--- src/sv/ttl_pkg.sv ---
// Package of the thermal throttle ladder: codes, types, reset values and helpers.
// Depends on nothing; used by ttl_step, thermal_throttle_ladder and ttl_checker.
package ttl_pkg;

  localparam int unsigned MAX_THROTTLE_STATES_DEF = 16;

  localparam logic [4:0]  THROTTLE_STATES_RST = 5'd8;
  localparam logic [23:0] FMAX_KHZ_RST        = 24'd2000000;
  localparam logic [1:0]  RED_MAX_STEP        = 2'd3;

  // floor(p / 5) == (p * DIV5_MUL) >> DIV5_SHIFT for every p below 2**27.
  localparam int unsigned PROD_W     = 27;
  localparam logic [26:0] DIV5_MUL   = 27'd107374183;
  localparam int unsigned DIV5_SHIFT = 29;

  typedef enum logic [1:0] {
    OP_RELEASE  = 2'd0,
    OP_INCREASE = 2'd1,
    OP_DECREASE = 2'd2,
    OP_SET_USER = 2'd3
  } op_t;

  typedef enum logic [1:0] {
    REG_THROTTLE_STATES = 2'd0,
    REG_THROTTLING_EN   = 2'd1,
    REG_FREQ_SCALING_EN = 2'd2,
    REG_FMAX            = 2'd3
  } reg_idx_t;

  localparam logic [1:0] STATUS_OK          = 2'd0;
  localparam logic [1:0] STATUS_REJECTED    = 2'd1;
  localparam logic [1:0] STATUS_UNSUPPORTED = 2'd2;

  typedef struct packed {
    logic [1:0] step;
    logic [3:0] thermal;
    logic [3:0] user;
    logic [3:0] applied;
  } ttl_state_t;

  typedef struct packed {
    logic [4:0] throttle_states;
    logic       throttling_en;
    logic       freq_scaling_en;
  } ttl_cfg_t;

  typedef struct packed {
    logic       at_limit;
    logic [1:0] status;
  } ttl_flags_t;

  function automatic logic [5:0] step_to_pct(input logic [1:0] step);
    logic [5:0] pct;
    unique case (step)
      2'd0:    pct = 6'd0;
      2'd1:    pct = 6'd20;
      2'd2:    pct = 6'd40;
      default: pct = 6'd60;
    endcase
    return pct;
  endfunction

  // Larger of the two limits, saturated to the last usable state.
  function automatic logic [3:0] clamp_limit(input logic [3:0] a, input logic [3:0] b,
                                             input logic [4:0] last);
    logic [3:0] t;
    t = (a > b) ? a : b;
    if ({1'b0, t} > last) begin
      t = last[3:0];
    end
    return t;
  endfunction

endpackage

--- src/sv/ttl_step.sv ---
// Combinational ladder update for one request of the thermal throttle ladder.
// Depends on ttl_pkg.
module ttl_step import ttl_pkg::*; #(
  parameter int unsigned MAX_THROTTLE_STATES = MAX_THROTTLE_STATES_DEF
) (
  input  logic [1:0] operation,
  input  logic [3:0] user_limit,
  input  ttl_cfg_t   cfg,
  input  ttl_state_t cur,
  output ttl_state_t nxt,
  output ttl_flags_t flags
);

  localparam int unsigned STATE_CAP = (MAX_THROTTLE_STATES > 31) ? 31 : MAX_THROTTLE_STATES;
  localparam logic [4:0]  CAP5      = STATE_CAP[4:0];

  logic [4:0] n_lim;
  logic [4:0] last;
  logic [3:0] tx;

  always_comb begin
    n_lim = (cfg.throttle_states > CAP5) ? CAP5 : cfg.throttle_states;
    last  = (n_lim == 5'd0) ? 5'd0 : n_lim - 5'd1;
  end

  always_comb begin
    nxt         = cur;
    flags       = '0;
    tx          = cur.thermal;
    if (op_t'(operation) == OP_SET_USER) begin
      if (!cfg.throttling_en) begin
        flags.status = STATUS_UNSUPPORTED;
      end else if ({1'b0, user_limit} > last) begin
        flags.status = STATUS_REJECTED;
      end else begin
        nxt.user    = user_limit;
        nxt.applied = clamp_limit(user_limit, cur.thermal, last);
      end
    end else begin
      // Thermal steps start from the state now applied.
      if (cfg.throttling_en) begin
        tx = cur.applied;
      end
      unique case (op_t'(operation))
        OP_RELEASE: begin
          if (cfg.freq_scaling_en) begin
            nxt.step = 2'd0;
          end
          tx = 4'd0;
        end
        OP_INCREASE: begin
          if (cfg.freq_scaling_en && cur.step < RED_MAX_STEP) begin
            nxt.step = cur.step + 2'd1;
          end else if (cfg.throttling_en) begin
            if ({1'b0, tx} >= last) begin
              flags.at_limit = 1'b1;
            end else begin
              tx = tx + 4'd1;
            end
          end else begin
            flags.at_limit = 1'b1;
          end
        end
        default: begin
          if (cfg.throttling_en && tx != 4'd0) begin
            tx = tx - 4'd1;
          end else if (cfg.freq_scaling_en && cur.step != 2'd0) begin
            nxt.step = cur.step - 2'd1;
          end else begin
            flags.at_limit = 1'b1;
          end
        end
      endcase
      if (cfg.throttling_en) begin
        nxt.thermal = tx;
        nxt.applied = clamp_limit(cur.user, tx, last);
      end
    end
  end

endmodule

--- config.mk ---
export PLATFORM = sky130hd
export DESIGN_NAME = ttl_step
export DESIGN_NICKNAME = d
export VERILOG_FILES = /design/src/sv/ttl_pkg.sv /design/src/sv/ttl_step.sv
export SDC_FILE = /design/constraint.sdc
export NUM_CORES = 1
export LEC_CHECK = 0
export BUFFER_PORTS_ARGS = -buffer_cell sky130_fd_sc_hd__buf_4
export CORE_MARGIN = 2
export CORE_UTILIZATION = 35
export DETAILED_ROUTE_END_ITERATION = 7
export PLACE_DENSITY = 0.57
export REMOVE_ABC_BUFFERS = 1
export SYNTH_ARGS = -nofsm -noshare
export SYNTH_HDL_FRONTEND = slang
export SYNTH_SLANG_ARGS = --single-unit
--- constraint.sdc ---
create_clock -name vclk -period 12.8
set_clock_uncertainty 0.15 [all_clocks]
set_input_delay 2.56 -clock vclk [all_inputs]
set_output_delay 2.56 -clock vclk [all_outputs]
set_load 0.05 [all_outputs]
### Word level (Yosys, flattened, before mapping)

Cells that the tools add are included.

| word-level totals | value |
|---|---|
| register bits after elaboration | 0 |
| word-level logic and storage cells | 58 |
| output and inout port bits | 17 |
| bits of input ports | 27 |

| cells by class | value |
|---|---|
| mux-type cells | 36 |
| reductions and logical operators | 7 |
| equal/unequal tests | 2 |
| order comparisons | 8 |
| add/subtract/negate cells | 5 |

Operator list:

| operator | number |
|---|---|
| 4-bit two-way mux | 15 |
| 8-bit two-way mux | 2 |
| 4-bit by 5-bit > comparator with 1-bit output | 3 |
| 2-bit two-way mux | 6 |
| 5-bit two-way mux | 2 |
| 4-bit > comparator | 2 |
| 4-bit case mux with 2 select lines | 1 |
| 1-bit two-way mux | 7 |
| 6-bit two-way mux | 1 |
| 4-bit by 5-bit >= comparator with 1-bit output | 1 |
| 5-bit > comparator (second input constant) | 1 |
| 5-bit zero test | 1 |
| 5-bit by 1-bit subtractor with 5-bit output (second input constant) | 1 |
| 4-bit by 1-bit adder with 4-bit output (second input constant) | 1 |
| 2-bit case mux with 2 select lines | 1 |
| 4-bit nonzero test | 1 |
| 4-bit by 1-bit subtractor with 4-bit output (second input constant) | 1 |
| 1-bit logical AND | 3 |
| 2-bit by 1-bit adder with 2-bit output (second input constant) | 1 |
| 2-bit by 1-bit equality test with 1-bit output (second input constant) | 1 |
| 2-bit equality test (second input constant) | 1 |
| 2-bit zero test | 1 |
| 2-bit less-than comparator (second input constant) | 1 |
| 1-bit case mux with 2 select lines | 1 |
| 2 further kinds | 2 |

### Logic depth before layout (Yosys ltp)

Gate-level depths: netlist of run 1.

| logic depth | value |
|---|---|
| depth after elaboration | 16 |
| mapped depth | 27 |

### Worst setup path after synthesis of run 1

OpenSTA, ideal clock, no wires.

| timing | value |
|---|---|
| path type | input -> output |
| start | input cfg[6] in the netlist's numbering |
| end | output nxt[0] in the netlist's numbering |
| setup slack | 1.957 ns |
| data arrival time | 8.133 ns |
| cell stages on the path | 27 |
| required time | 10.090 ns |
| buffers on the path | 1 |
| path through | buf_2 nand2b_1 ha_1 inv_1 nor2_1 o21bai_1 a22oi_1 ha_1 o21ai_0 or2b_2 a311oi_4 a211oi_1 a211oi_1 ha_1 nand2_1 a2bb2oi_1 o21ai_0 mux2i_2 mux2_2 inv_1 ha_1 o21a_1 o21a_1 o211ai_1 nor2_1 o2bb2ai_1 a211oi_2 |

RTL lines:

| item | line | source |
|---|---|---|
| start, declared | ttl_step.sv:8 | `input ttl_cfg_t cfg,` |
| end, declared | ttl_step.sv:10 | `output ttl_state_t nxt,` |

==> results by group, run 1 <==
Outcome
  • Outcome: finished, final reports clean

STA
  • RSZ-0062 raised after global routing: false
  • Post-Route Setup TNS: 0 ns
  • Setup violators final: 0
  • Min Clock Period, post-route: 11.22 ns
  • Max Freq: 89.1 MHz
  • Fin crit share: 87.7%
  • Relative slew slack: 61.8%
  • Fin. Hold Viols: 0
  • Worst-Margin Slew: 0.573 ns
  • Post-route setup slack: 1.58 ns
  • Pins Over Slew Limit: 0

Power
  • Pwr Density: 64.2 nW/um^2
  • Leak: 0.943 nW
  • Max VDD drop: 18.8 uV
  • Overall Power: 0.000126 W

Logic synthesis
  • Largest family of logic cells by synthesized area: compound AO/OA/AOI/OAI gates
  • Multiplexer area fraction after synthesis: 9.22%
  • Sequential area share after synthesis: 0%
  • Adder-cell share of the synthesized area: 22.9%
  • Synth Area in XOR/XNOR: 2.21%
  • Fraction of the mapped netlist area in simple logic gates: 26.4%
  • Netlist cell types: 57
  • Synthesized area: 1590 um^2
  • Syn_area_per_cell: 7.32 um^2
  • Warnings from Yosys: 0
  • Gate Count Post-Synth: 217
  • Compound-Gate Fraction of Synth Area: 31.7%

Final layout
  • Leading cell type in the layout, fill and taps excluded: buf_4
  • Final #Nets: 315
  • Most frequent cells in the layout: buf_4, ha_1, nand2_1
  • Seq_cells: 0
  • Sequential cell area: 0 um^2
  • N_diodes: 0
  • Fin cells: 309
  • # clk buffers: 0
  • Ratio of cells with drive above 1 in the final layout: 28.0%
  • Syn-to-layout area delta: 23.4%
  • Post-Route Utilization: 45.0%

Routing
  • Starting DRT DRC Count: 89
  • Initial DRT Pass Iterations: 4
  • Per-cell routed wire length: 14.9 um
  • ANT nets after route: 0
  • Vias: 1,732
  • WL final: 4590 um
  • DRC: 0
  • DR vias/cell: 5.61

Setup path
  • Crit Path Class: in -> out
  • CP Launch Type: input port
  • Worst Setup End Kind: primary output
  • Worst setup path startpoint: cfg[6]
  • Worst-path fanout max: 9
  • WP data arrival: 8.51 ns
  • WP data required: 10.09 ns

Placed design
  • Hpwl dp: 3970 um
  • RePlAce Congestion: 0.869
  • DP Cell Count: 309
  • # port buffers: 44
  • Worst slack, placed: 1.58 ns

Floorplan
  • Die width: 71.4 um
  • Initial Util: 36.5%
  • Core area: 4350 um^2
  • Chip height: 71.4 um
  • Die ar.: 5090 um^2
  • # IOs: 44
  • FP Rows: 24

GRT
  • Vias in the first global route: 1,649
  • Grt peak-use layer: met2
  • Largest net degree at the start of global routing: 13
  • Met1 Track Usage GR: 26.1%
  • Antenna violations before repair: 0
  • All-Layer GR Usage: 18.6%
  • First-pass GRT wire length: 7850 um
  • Met2 Usage GRT: 33.6%
  • Grt total ovfl: 0
  • Met3 Usage GRT: 0.703%

Min path
  • Hold Crit Class: in -> out
  • Hold path startpoint: cur[12]

Job
  • Maxcap violations: 0

Clocking
  • Cts hold-fix bufs: 0
  • Setup bufs post-CTS: 0
  • Resized cells post-CTS: 0
[kinds of logic after synthesis]
logic type	Yosys count
AO/OA/AOI/OAI	63
multiplexers	13
AND/OR/NAND/NOR	79
buffers and inverters	29
XOR/XNOR	4
adder cells (fa/ha/maj)	29
[critical path: stages]
cell and delay, ns:
buf_4 0.14, nand2b_1 0.14, ha_1 0.21, inv_1 0.09, nor2_1 0.11, o21bai_1 0.07
a22oi_1 0.49, ha_1 0.32, o21ai_0 0.12, or2b_2 0.36, a311o_2 0.40, a221oi_1 0.50
ha_1 0.36, a21oi_1 0.28, a2bb2oi_1 0.10, o21ai_0 0.20, mux2i_2 0.15, mux2_2 0.32
inv_1 0.06, ha_1 0.23, o21a_1 0.11, o21a_1 0.16, o211ai_1 0.33, nor2_1 0.12
o2bb2ai_1 0.15, a211oi_2 0.18, buf_4 0.23
[synthesized netlist by cell type (all sizes together), types with 2 or more instances]
library cell	number	area, um^2
a32o	2	20.0
mux2i	6	63.8
nor2b	4	25.0
o21ai	15	78.8
nand2	26	97.6
o21a	7	52.6
o211ai	3	22.5
nand3	5	25.0
nor3	5	36.3
mux2	7	82.6
nand2b	6	45.0
a22oi	2	15.0
a21oi	4	20.0
buf	2	10.0
xnor2	4	35.0
a31oi	5	37.5
nand4	5	31.3
clkbuf	3	21.3
nor4b	2	17.5
nor2	15	56.3
and2b	3	26.3
ha	29	363
a21o	2	15.0
inv	24	90.1
o221ai	3	45.0
a211oi	6	50.1
and2	2	12.5
[power breakdown]
| group | internal [W] | total [W] | switching (W) | leakage [nW] |
|---|---|---|---|---|
| Clock | 0 | 0 | 0 | 0 |
| Sequential | 0 | 0 | 0 | 0 |
| Combinational | 0.0000501 | 0.000126 | 0.0000758 | 0.943 |
| Total | 0.0000501 | 0.000126 | 0.0000758 | 0.943 |
[final cells by class]
cell class | instances | area, um^2
tap | 52 | 65.1
multi-input combinational | 188 | 1470
timing repair buffer | 45 | 338
inverter | 24 | 90.1
fill | 456 | 2390
[per-stage QoR]
stage / hold slack, ns / area (um^2)
3_3_place_gp: 5.36 / 1960
6_report: 5.35 / 1960
5_1_grt: 5.37 / 1960
4_1_cts: 5.36 / 1960
3_5_place_dp: 5.35 / 1960
2_1_floorplan: 5.15 / 1560
[metal layers]
metal | share of wire, % | up-vias
met3 | 4.4 | 0
met5 | 0 | -
met2 | 50 | 38
met4 | 0 | 0
li1 | - | 891
met1 | 46 | 803
[path summary, 6_finish.rpt]
path | to | depth (start not counted) | slack, ns
setup / recovery | nxt[0] | 27 | 1.58
hold / removal | nxt[12] | 3 | 5.35
Power figures use the tool's default switching activity.
==> inputs of run 2 (changes only) <==
--- a/config.mk
+++ b/config.mk
@@ -10,6 +10,7 @@
 export CORE_UTILIZATION = 35
 export DETAILED_ROUTE_END_ITERATION = 7
 export PLACE_DENSITY = 0.57
+export RECOVER_POWER = 100
 export REMOVE_ABC_BUFFERS = 1
 export SYNTH_ARGS = -nofsm -noshare
 export SYNTH_HDL_FRONTEND = slang
==> results by group, run 2 (same netlist as run 1, synthesis figures left out) <==
Outcome
  • Outcome: finished, final reports clean

Setup path
  • CP Launch Type: input port
  • CP peak stage delay: 0.60 ns
  • Crit Path Class: in -> out
  • Crit-path slowest cell: a311oi_1
  • WP data arrival: 8.98 ns
  • Worst-path fanout max: 9
  • Worst setup path startpoint: cfg[6]
  • Crit path top cell by count: ha_1
  • WP data required: 10.09 ns
  • Worst Setup End Kind: primary output

Final layout
  • Ratio of cells with drive above 1 in the final layout: 21.4%
  • Fin cells: 309
  • Most frequent cells in the layout: buf_4, ha_1, nand2_1
  • N_diodes: 0
  • Final #Nets: 315
  • Post-Layout Inst Area: 1890 um^2
  • Leading cell type in the layout, fill and taps excluded: buf_4
  • # clk buffers: 0
  • Sequential cell area: 0 um^2
  • Seq_cells: 0
  • Syn-to-layout area delta: 19.0%

Placed design
  • DP Cell Count: 309
  • Hpwl dp: 3970 um
  • Post-placement cell area: 1960 um^2
  • RePlAce Congestion: 0.869
  • # port buffers: 44

Min path
  • Worst Hold Path Cells: 3
  • Hold Crit Class: in -> out
  • WHS Endpoint: nxt[12]
  • Hold path startpoint: cur[12]

STA
  • Setup violators final: 0
  • Max Freq: 85.6 MHz
  • RSZ-0062 raised after global routing: false
  • Pins Over Slew Limit: 0
  • Post-Route Setup TNS: 0 ns
  • Fin. Hold Viols: 0
  • Relative slew slack: 56.1%
  • Fin crit share: 91.3%
  • Worst hold margin: 5.35 ns
  • Worst-Margin Slew: 0.654 ns
  • Min Clock Period, post-route: 11.69 ns

GRT
  • Largest net degree at the start of global routing: 13
  • Vias in the first global route: 1,649
  • First-pass GRT wire length: 7850 um
  • All-Layer GR Usage: 18.6%
  • Grt total ovfl: 0
  • Antenna violations before repair: 0

Floorplan
  • Die ar.: 5090 um^2
  • Initial Util: 36.5%
  • FP Rows: 24
  • # IOs: 44
  • Core area: 4350 um^2
  • Chip height: 71.4 um
  • Die width: 71.4 um

Routing
  • DR vias/cell: 5.63
  • ANT nets after route: 0
  • WL final: 4590 um
  • Vias: 1,741
  • Starting DRT DRC Count: 65
  • Per-cell routed wire length: 14.9 um
  • Initial DRT Pass Iterations: 4
  • DRC: 0

Power
  • Max VDD drop: 18.5 uV
  • Overall Power: 0.000120 W
  • Leak: 0.895 nW
  • Pwr Density: 63.5 nW/um^2

Clocking
  • Resized cells post-CTS: 0
  • Cts hold-fix bufs: 0
  • Setup bufs post-CTS: 0

Job
  • Maxcap violations: 0
[run 2: per-layer routing]
layer,part of all wire (%),GRT usage (%),vias up
met4,0,0,0
met3,4.8,0.703,0
li1,-,-,889
met1,46,26.1,805
met2,49,33.6,47
met5,0,0,-
[run 2: layout make-up]
cell class	count	area, um^2
repair buffers	45	293
fillers	471	2460
well taps	52	65.1
inverters	24	90.1
multi-input cells	188	1440
[run 2: where the power goes]
part           switching (W)  internal, W
Clock                      0            0
Combinational      0.0000743    0.0000456
Sequential                 0            0
[run 2: how the worst max path moves through the flow]
stage                     depth (start not counted)  endpoint
final                                            28    nxt[0]
after global routing                             27    nxt[1]
after CTS                                        27    nxt[0]
after detailed placement                         27    nxt[0]
after global placement                           27    nxt[0]
after floorplan                                  26    nxt[0]
[run 2: worst max-delay path, delay by kind of cell]
family | cells | cell delay, ns
fa+ha+maj | 4 | 1.08
buf+inv | 4 | 0.78
mux | 2 | 0.73
compound gates | 13 | 3.00
simple gates | 5 | 0.81
[run 2: through the flow]
step                util (%)  setup slack (ns)
global route            43.4             0.699
finish                  43.4              1.11
global placement        45.0              1.65
detailed placement      45.0              1.58
CTS                     45.0              1.57
floorplan                  -              2.15
==> inputs of run 3 (changes only) <==
--- a/config.mk
+++ b/config.mk
@@ -5,6 +5,7 @@
 export SDC_FILE = /design/constraint.sdc
 export NUM_CORES = 1
 export LEC_CHECK = 0
+export ABC_AREA = 1
 export BUFFER_PORTS_ARGS = -buffer_cell sky130_fd_sc_hd__buf_4
 export CORE_MARGIN = 2
 export CORE_UTILIZATION = 35
==> results by group, run 3 <==
STA
  • Fin. Hold Viols: 0
  • Setup violators final: 0
  • Pins Over Slew Limit: 0
  • Fin crit share: 82.5%
  • RSZ-0062 raised after global routing: false
  • Relative slew slack: 59.5%
  • Worst-Margin Slew: 0.610 ns
  • Max Freq: 94.7 MHz
  • Min Clock Period, post-route: 10.56 ns
  • Post-Route Setup TNS: 0 ns

Final layout
  • Sequential cell area: 0 um^2
  • Final #Nets: 385
  • Ratio of cells with drive above 1 in the final layout: 15.9%
  • # clk buffers: 0
  • Seq_cells: 0
  • Syn-to-layout area delta: 19.0%
  • Leading cell type in the layout, fill and taps excluded: nand2_1
  • Filler instances: 509
  • N_diodes: 0
  • Most frequent cells in the layout: nand2_1, inv_1, buf_4
  • Post-Route Utilization: 43.9%
  • Post-Layout Inst Area: 1950 um^2

Power
  • Leak: 1.10 nW
  • Pwr Density: 65.5 nW/um^2
  • Max VDD drop: 21.2 uV

Placed design
  • Hpwl dp: 4010 um
  • # port buffers: 44
  • Post-placement cell area: 2020 um^2
  • RePlAce Congestion: 0.850

Setup path
  • WP data required: 10.09 ns
  • Worst-path fanout max: 8
  • Crit-path slowest cell: a21oi_1
  • CP Launch Type: input port
  • Crit path top cell by count: nand2_1
  • CP peak stage delay: 0.49 ns
  • Top delay family on crit path: simple AND/OR/NAND/NOR gates
  • Crit Path Class: in -> out
  • WP data arrival: 7.85 ns
  • Worst Setup End Kind: primary output
  • Critical path buffer and inverter count: 6

Clocking
  • Resized cells post-CTS: 0
  • Cts hold-fix bufs: 0
  • Setup bufs post-CTS: 0

Routing
  • Vias: 1,899
  • DRC: 0
  • Starting DRT DRC Count: 88
  • ANT nets after route: 0
  • Initial DRT Pass Iterations: 4
  • WL final: 4730 um
  • DR vias/cell: 5.01
  • Per-cell routed wire length: 12.5 um

Logic synthesis
  • Netlist cell types: 34
  • Warnings from Yosys: 0
  • Most common cell in the netlist: nand2_1
  • Top-area cell type share of the netlist area: 22.1%
  • Gate Count Post-Synth: 286
  • Syn_area_per_cell: 5.74 um^2
  • Ranking of synthesized cells by area: ha_1, nand2_1, inv_1, o21ai_0, a21oi_1
  • Synthesized area: 1640 um^2
  • Top cell type by total area after synthesis: ha_1
  • Sequential area share after synthesis: 0%
  • Post-synth top cells: nand2_1, inv_1, ha_1

Floorplan
  • Core area: 4440 um^2
  • FP Rows: 24
  • Die width: 72.5 um
  • Chip height: 72.5 um
  • Die ar.: 5250 um^2
  • # IOs: 44
  • Initial Util: 36.9%

GRT
  • Grt total ovfl: 0
  • Largest net degree at the start of global routing: 20
  • Antenna violations before repair: 0
  • Vias in the first global route: 1,679
  • First-pass GRT wire length: 8090 um
  • All-Layer GR Usage: 18.6%

Min path
  • Hold Crit Class: in -> out

Outcome
  • Outcome: finished, final reports clean

Job
  • Maxcap violations: 0
==> run 3: per-stage QoR <==
step                hold slack [ns]  worst slack [ns]  std cells  total power, W
floorplan                      5.15              3.14        283       0.0000955
global placement               5.37              2.63        379        0.000133
detailed placement             5.37              2.61        379        0.000133
CTS                            5.37              2.62        379        0.000133
global route                   5.40              1.69        379        0.000144
finish                         5.37              2.24        379        0.000128
==> run 3: path summary, 6_finish.rpt <==
check	start	endpoint	cells past startpoint
max	cfg[4]	nxt[1]	38
min	cur[6]	nxt[6]	4
==> run 3: power breakdown <==
| group | total [W] | internal (W) | switching, W |
|---|---|---|---|
| combinational | 0.000128 | 0.0000419 | 0.0000859 |
| clock | 0 | 0 | 0 |
| sequential | 0 | 0 | 0 |
==> run 3: logic make-up (layout without fill, tap and decap cells) <==
group / count (synthesis) / count (layout) / share of synthesized area [%]
AOI/OAI and AO/OA: 68 / 68 / 25.6
adders and majority gates: 29 / 29 / 22.1
and+or+nand+nor: 133 / 133 / 38.6
buffers and inverters: 55 / 96 / 13.1
xor gates and xnor gates: 1 / 1 / 0.534
==> run 3: layer usage <==
layer | part of all wire, % | vias to the layer above | GRT usage (%) | wire, um
met4 | 0 | 0 | 0 | 0
met2 | 42 | 47 | 29.0 | 2000
li1 | - | 1036 | - | -
met1 | 53 | 816 | 29.8 | 2480
met5 | 0 | - | 0 | 0
met3 | 5.3 | 0 | 0.972 | 250
==> run 3: layout make-up <==
class / instances / area (um^2) / share of cell area [%]
inverters: 52 / 195 / 10.0
multi-input cells: 231 / 1410 / 72.1
repair buffers: 44 / 285 / 14.6
well taps: 52 / 65.1 / 3.33
